## src/hdl/rews_pkg.sv

```systemverilog
// Package with shared constants, types and the cosine table for the restraint well scorer.
package rews_pkg;

  localparam int FRAC_BITS = 16;
  localparam int COS_TABLE_DEPTH = 256;
  localparam int DIST_W = 23;
  localparam int BOND_W = 6;
  localparam int GAIN_W = 24;
  localparam int SCORE_W = 32;
  localparam int RW = DIST_W + 2;
  localparam int COS_W = FRAC_BITS + 1;
  localparam int IDX_W = $clog2(COS_TABLE_DEPTH + 1);
  localparam int OFF_W = 20;
  localparam int DEPTH_SH = $clog2(COS_TABLE_DEPTH);

  localparam logic signed [RW-1:0] Tenth = RW'(((1 << FRAC_BITS) + 5) / 10);
  localparam logic signed [RW-1:0] PreWidth = RW'(15 * (1 << FRAC_BITS));
  localparam logic [63:0] PiQ30 = 64'd3373259426;
  localparam logic signed [63:0] Q30 = 64'sd1073741824;

  typedef enum logic [1:0] {
    CFG_WELL_MODE  = 2'd0,
    CFG_LOWER_GAIN = 2'd1,
    CFG_UPPER_GAIN = 2'd2
  } cfg_idx_e;

  typedef enum logic [2:0] {
    SEG_FLAT,
    SEG_LOW_WALL,
    SEG_HIGH_WALL,
    SEG_HIGH_LINE,
    SEG_ONE,
    SEG_COS_RISE,
    SEG_COS_FALL
  } seg_e;

  typedef struct packed {
    logic                 inval;
    logic                 err;
    logic                 mode;
    logic [DIST_W-1:0]    x;
    logic signed [RW-1:0] r1;
    logic signed [RW-1:0] r2;
    logic signed [RW-1:0] r3;
    logic signed [RW-1:0] r4;
  } geom_t;

  typedef logic [COS_W-1:0] cos_tab_t [COS_TABLE_DEPTH+1];

  // Restoring shift and subtract division, used only while the table is built.
  function automatic logic [63:0] div_u64(logic [63:0] num, logic [63:0] den);
    logic [63:0] q;
    logic [64:0] rem;
    q = '0;
    rem = '0;
    for (int b = 63; b >= 0; b--) begin
      rem = {rem[63:0], num[b]};
      if (rem >= {1'b0, den}) begin
        rem = rem - {1'b0, den};
        q[b] = 1'b1;
      end
    end
    return q;
  endfunction

  // Half cosine table, (1 + cos(pi*i/D)) / 2 in Q.16, from a Q30 Taylor series.
  function automatic cos_tab_t build_cos_table();
    cos_tab_t         tab;
    logic [63:0]      th;
    logic [63:0]      th2;
    logic [63:0]      t;
    logic [63:0]      j;
    logic signed [63:0] c;
    logic             neg;
    for (int i = 0; i <= COS_TABLE_DEPTH; i++) begin
      j = 64'(i);
      neg = 1'b0;
      if (2 * i > COS_TABLE_DEPTH) begin
        j = 64'(COS_TABLE_DEPTH - i);
        neg = 1'b1;
      end
      th = (PiQ30 * j) >> DEPTH_SH;
      th2 = (th * th) >> 30;
      c = Q30;
      t = 64'(Q30);
      for (int n = 1; n <= 12; n++) begin
        t = div_u64((t * th2) >> 30, 64'(2 * n - 1) * 64'(2 * n));
        if (n[0]) c = c - $signed(t);
        else c = c + $signed(t);
      end
      if (c > Q30) c = Q30;
      if (c < -Q30) c = -Q30;
      if (neg) c = -c;
      tab[i] = COS_W'(((64'(Q30 + c) << FRAC_BITS) + 64'(Q30)) >> 31);
    end
    return tab;
  endfunction

endpackage

```

## src/hdl/rews_geom.sv

```systemverilog
// First pipeline stage: bond shifted well boundaries and order check.
module rews_geom (
  input  logic                        clk_i,
  input  logic                        rst_ni,
  input  logic                        en_i,
  input  logic                        valid_i,
  input  logic                        mode_i,
  input  logic                        distance_valid_i,
  input  logic [rews_pkg::DIST_W-1:0] measured_distance_i,
  input  logic [rews_pkg::DIST_W-1:0] lower_bound_i,
  input  logic [rews_pkg::DIST_W-1:0] upper_bound_i,
  input  logic [rews_pkg::DIST_W-1:0] expected_distance_i,
  input  logic                        bond_valid_i,
  input  logic [rews_pkg::BOND_W-1:0] bond_count_i,
  output logic                        valid_o,
  output rews_pkg::geom_t             geom_o
);
  import rews_pkg::*;

  logic signed [RW-1:0] lo_s, up_s, ex_s, e_s, eh_s;
  logic signed [RW-1:0] t_n, r3_n, a4_n, b4_n, t_p;
  geom_t geom_d, geom_q;
  logic  valid_q;

  always_comb begin
    lo_s = RW'(lower_bound_i);
    up_s = RW'(upper_bound_i);
    ex_s = RW'(expected_distance_i);
    e_s  = RW'({bond_count_i, {FRAC_BITS{1'b0}}});
    eh_s = RW'({bond_count_i, {(FRAC_BITS-1){1'b0}}});
    t_n  = lo_s - e_s;
    r3_n = ex_s + e_s;
    a4_n = r3_n + Tenth;
    b4_n = up_s + e_s;
    t_p  = lo_s - eh_s;

    geom_d.inval = !distance_valid_i || !bond_valid_i;
    geom_d.mode  = mode_i;
    geom_d.x     = measured_distance_i;
    if (!mode_i) begin
      geom_d.r2 = (t_n < 0) ? '0 : t_n;
      // The lower line starts a tenth below r2 but never above zero.
      geom_d.r1 = geom_d.r2 - Tenth;
      if (geom_d.r1 > 0) geom_d.r1 = '0;
      geom_d.r3 = r3_n;
      geom_d.r4 = (b4_n < a4_n) ? a4_n : b4_n;
    end else begin
      geom_d.r2 = (t_p < 0) ? '0 : t_p;
      geom_d.r1 = geom_d.r2 - PreWidth;
      geom_d.r3 = up_s - eh_s;
      geom_d.r4 = geom_d.r3 + PreWidth;
    end
    // The outer boundaries always sit outside r2 and r3, so only r2 < r3 can fail.
    geom_d.err = !(geom_d.r2 < geom_d.r3);
  end

  always_ff @(posedge clk_i or negedge rst_ni) begin
    if (!rst_ni) begin
      valid_q <= 1'b0;
    end else if (en_i) begin
      valid_q <= valid_i;
    end
  end

  always_ff @(posedge clk_i) begin
    if (en_i) begin
      geom_q <= geom_d;
    end
  end

  assign valid_o = valid_q;
  assign geom_o  = geom_q;

endmodule

```

## config.mk

```make
export PLATFORM = sky130hd
export DESIGN_NAME = rews_geom
export DESIGN_NICKNAME = d
export VERILOG_FILES = /design/src/hdl/rews_pkg.sv /design/src/hdl/rews_geom.sv
export SDC_FILE = /design/constraint.sdc
export NUM_CORES = 1
export LEC_CHECK = 0
export BUFFER_PORTS_ARGS = -buffer_cell sky130_fd_sc_hd__buf_4
export CAP_MARGIN = 20
export CORE_MARGIN = 1.5
export CORE_UTILIZATION = 54
export CTS_CLUSTER_SIZE = 24
export DETAILED_ROUTE_END_ITERATION = 8
export PLACE_DENSITY = 0.82
export SYNTH_ARGS = -nofsm -noshare
export SYNTH_HDL_FRONTEND = slang
export SYNTH_SLANG_ARGS = --single-unit
```

## constraint.sdc

```tcl
create_clock -name clk_i -period 0.8 [get_ports clk_i]
set_input_delay 0.12 -clock clk_i [delete_from_list [all_inputs] [get_ports clk_i]]
set_output_delay 0.12 -clock clk_i [all_outputs]
set_load 0.01 [all_outputs]
```

==> results.toml, run 1 <==
[clock_tree]
cts-htree-levels = 4
postCtsHoldBufs = 28
cts_root_buf = "clkbuf_16"
post_cts_resized = 250
cts.sinks = 125
postCtsSetupRepairBufs = 48
cts_inserted_buffers = 17
clockBufferDepth = 2

[synthesis]
netlist_area_um2 = 8560
yosys-top-cells-area = "edfxtp_1 43%, ha_1 12%, a21o_1 3.3%"
synth-seq-cells = 125
synth_cell_types = 71
synth-async-reset-ratio = 0.00800
synthCells = 820
yosysSeqAreaShare = 0.438
synth_largest_area_cell = "edfxtp_1"
avgSynthCellArea_um2 = 10.4
synth_top_area_frac = 0.435
yosys_most_used_dff = "edfxtp_1"
synth_edf_count = 124
yosys_warnings = 0

[die]
die-width_um = 129
rows = 45
pin_count = 232
die_y_um = 129
initial_core_util = 0.559

[status]
stop_stage = "clock tree synthesis"
outcome = "did not finish"
error_line = "[ERROR DPL-0033] detailed placement checks failed during check placement."

[placed_design]
hpwlAfterDp_mm = 23.8
numPortBuffers = 229
globalplace.congestion = 0.929
==> synth_stat cells (3+ instances only) <==
library cell    n
a211o_1         6
a211oi_1       12
a21boi_0        6
a21o_1         38
a21oi_1        49
a31o_2          4
a31oi_1         8
and2_1         23
and3_1          5
buf_1           4
clkbuf_1       17
edfxtp_1      124
fa_1            5
ha_1           80
inv_1          55
mux2_2          7
mux2i_1        18
nand2_1        69
nand2b_1        4
nand3_1        12
nand4_1         9
nor2_1         52
nor2b_1         8
nor3_1         15
nor3b_1         4
nor4_1          3
o2111ai_1       4
o211ai_1        3
o21a_1         12
o21ai_0        38
o21ai_1         3
o21bai_1        6
o22ai_1         9
o2bb2ai_1       4
or4_1           3
xnor2_1        29
xor2_1         24
==> metrics by stage <==
stage | cells | setup WS (ns) | setup TNS, ns | hold WS, ns | instance area (µm²)
floorplan | 822 | -3.07 | -179.73 | -0.176 | 8940
global placement | 1518 | -3.38 | -222.48 | -0.105 | 12900
detailed placement | 1518 | -3.49 | -230.63 | -0.102 | 12900
==> cells by family after synthesis <==
family,count (synthesis),synth area share
buffers and inverters,81,0.0381
DFF,125,0.438
adders and majority gates,85,0.129
AOI/OAI and AO/OA,225,0.180
and+or+nand+nor,225,0.130
xor gates and xnor gates,53,0.0542
muxes,25,0.0303
other,1,0.000438
==> run 2, diff against run 1 <==
Settings changed: CORE_UTILIZATION 54 to 40, CTS_CLUSTER_SIZE 24 to unset, PLACE_DENSITY 0.82 to unset, PLACE_DENSITY_LB_ADDON set to 0.15.
==> results.toml, run 2 <==
[synthesis]
avgSynthCellArea_um2 = 10.4
synth_top_area_frac = 0.435
yosys_warnings = 0
synth-async-reset-ratio = 0.00800
netlist_area_um2 = 8560
synth_common_cells = "124 x edfxtp_1, 80 x ha_1, 69 x nand2_1, 55 x inv_1, 52 x nor2_1"
synth_edf_count = 124
synth_largest_area_cell = "edfxtp_1"
synthCells = 820
yosysSeqAreaShare = 0.438
yosys-top-cells-area = "edfxtp_1 43%, ha_1 12%, a21o_1 3.3%"
yosysMostFrequentCell = "edfxtp_1"
yosys_most_used_dff = "edfxtp_1"
synth_cell_types = 71
synth-seq-cells = 125

[die]
initial_core_util = 0.407
die-width_um = 149
fp.coreArea_um2 = 21000
dieArea_um2 = 22300
pin_count = 232
die_y_um = 149
rows = 53

[clock_tree]
cts.sinks = 125
cts_root_buf = "clkbuf_16"
clk_pin_slew_worst_paths_ns = 0.06
clock_latency_ns = 0.42
cts_inserted_buffers = 17
clockBufferDepth = 2
cts_tree = "yes"
cts-htree-levels = 4

[timing]
worstMarginPinSlew_ns = 0.599
finalCritPeriodShare = 4.72
finalMaxSlewViolations = 0
hold_viol = 0
min_period_ns = 3.78
fmax_mhz = 265
skew_ns = 0
rsz0062_at_grt = "true"
setup_tns_ns = -216.17
setup_ws_ns = -2.98
finalSetupViolations = 210
slew_headroom = 0.597

[global_route]
track_usage = 0.275
grt_pass1_vias = 8891
antenna_found_initial = 1
grt_pass1_wl_mm = 46.7
gr-total-overflow = 0
grt_max_degree = 37

[finish]
nNetsFinal = 1603
layout_common_cells = "398 x buf_4, 155 x buf_6, 124 x edfxtp_1"
area_growth_pct = 85.4
diodes = 0
utilization = 0.755
drive_gt1_frac = 0.567
mostFrequentLayoutCell = "buf_4"
largest_reg_flops = 124

[worst_hold_path]
hold_depth = 3
hp-start = "upper_bound_i[3]"
hp-class = "in2reg"

[detailed_routing]
drtPass1Iterations = 5
drtIter0Drc = 598
num_vias = 8974
wl_mm = 32.6
drc = 0
ant_nets = 0
wl_per_cell_um = 19.2
vias_per_cell = 5.28

[placed_design]
globalplace.congestion = 0.910
hpwlAfterDp_mm = 22.8
numPortBuffers = 229

[worst_setup_path]
rr_startpoint = "valid_o$_DFFE_PN0P_"
crit_start = "expected_distance_i[2]"
critPathRequiredTime_ns = 1.07
crit_fanout = 6
startpoint_type = "primary input"
path_class = "in2reg"
regToRegSetupSlack_ns = 0.03
worstSetupEndpointType = "register"
arrival_ns = 4.05
rr_worst_depth = 1

[status]
outcome = "complete, but fails checks"
violations = "negative setup slack"

[power_and_ir_drop]
p_leak_nw = 7.21
ir_drop_v = 0.00136
power.density_nw_per_um2 = 1850
p_total_mw = 29.3

[run]
drv_cap = 0
-- run 2: power by group --
part           switching [mW]  internal [mW]
Sequential              0.410           8.22
Clock                    3.24           5.04
Combinational            5.72           6.71
Total                    9.37           20.0
-- run 2: critical path, stage by stage --
cell and delay (ns):
buf_6 0.10, a211o_1 0.33, a311o_1 0.39, nor2b_4 0.14, or3_4 0.43, nand2_4 0.08
xor2_2 0.17, ha_1 0.27, a21o_1 0.19, a21o_1 0.18, a21oi_2 0.16, o21ai_2 0.09
a21oi_2 0.16, o221ai_2 0.10, o22a_1 0.23, ha_4 0.30, buf_12 0.15, buf_8 0.13
nor2_4 0.11, a211oi_2 0.04, a21oi_1 0.15
-- run 2: final timing paths --
path,endpoint
worst min register to register,valid_o$_DFFE_PN0P_
max in group asynchronous,valid_o$_DFFE_PN0P_
worst max register to register,valid_o$_DFFE_PN0P_
min in group asynchronous,valid_o$_DFFE_PN0P_
worst max-delay path,geom_o[20]$_DFFE_PP_
worst min-delay path,geom_o[3]$_DFFE_PP_
-- run 2: cell type report --
class	count	area [µm²]
multi-input cells	618	5630
repair buffers	595	5280
fillers	1385	5150
flip-flops and latches	125	3750
clock buffers	18	439
well taps	275	344
inverters	56	244
clock inverters	14	180
-- run 2: routing by layer --
layer	GRT usage	routed length, µm	vias to the layer above
met1	0.341	13400	4280
met5	0	0	-
met3	0.0459	1890	67
li1	-	-	4237
met2	0.480	16500	390
met4	0.102	843	0
-- run 2: cell families after synthesis --
logic type | after synthesis | synth area share
simple gates | 225 | 0.130
compound gates | 225 | 0.180
fa+ha+maj | 85 | 0.129
other cells | 1 | 0.000438
buf+inv | 81 | 0.0381
mux | 25 | 0.0303
xor+xnor | 53 | 0.0542
flops | 125 | 0.438
-- run 2: stage by stage --
| step | area, µm² | worst slack (ns) | instances | hold WS (ns) |
|---|---|---|---|---|
| after global placement | 13000 | -3.48 | 1586 | -0.104 |
| final | 15900 | -2.98 | 1701 | 0.0240 |
| after detailed placement | 13000 | -3.48 | 1586 | -0.104 |
| after global routing | 15900 | -3.10 | 1701 | 0.0167 |
| after floorplan | 8940 | -3.07 | 822 | -0.176 |
| after CTS | 15100 | -2.86 | 1668 | 0.00111 |
-- run 2: what timing repair did --
| action | in CTS | in global routing |
|---|---|---|
| endpoints found under the setup margin | 214 | 210 |
| hold endpoints to repair | 27 | 0 |
| hold buffers | 28 | 0 |
| gates resized for setup | 240 | 118 |
| buffers inserted | 20 | 37 |
| pin swaps | 54 | 64 |
| gates cloned | 2 | 1 |
No activity file was read; power rests on OpenSTA's default activity.
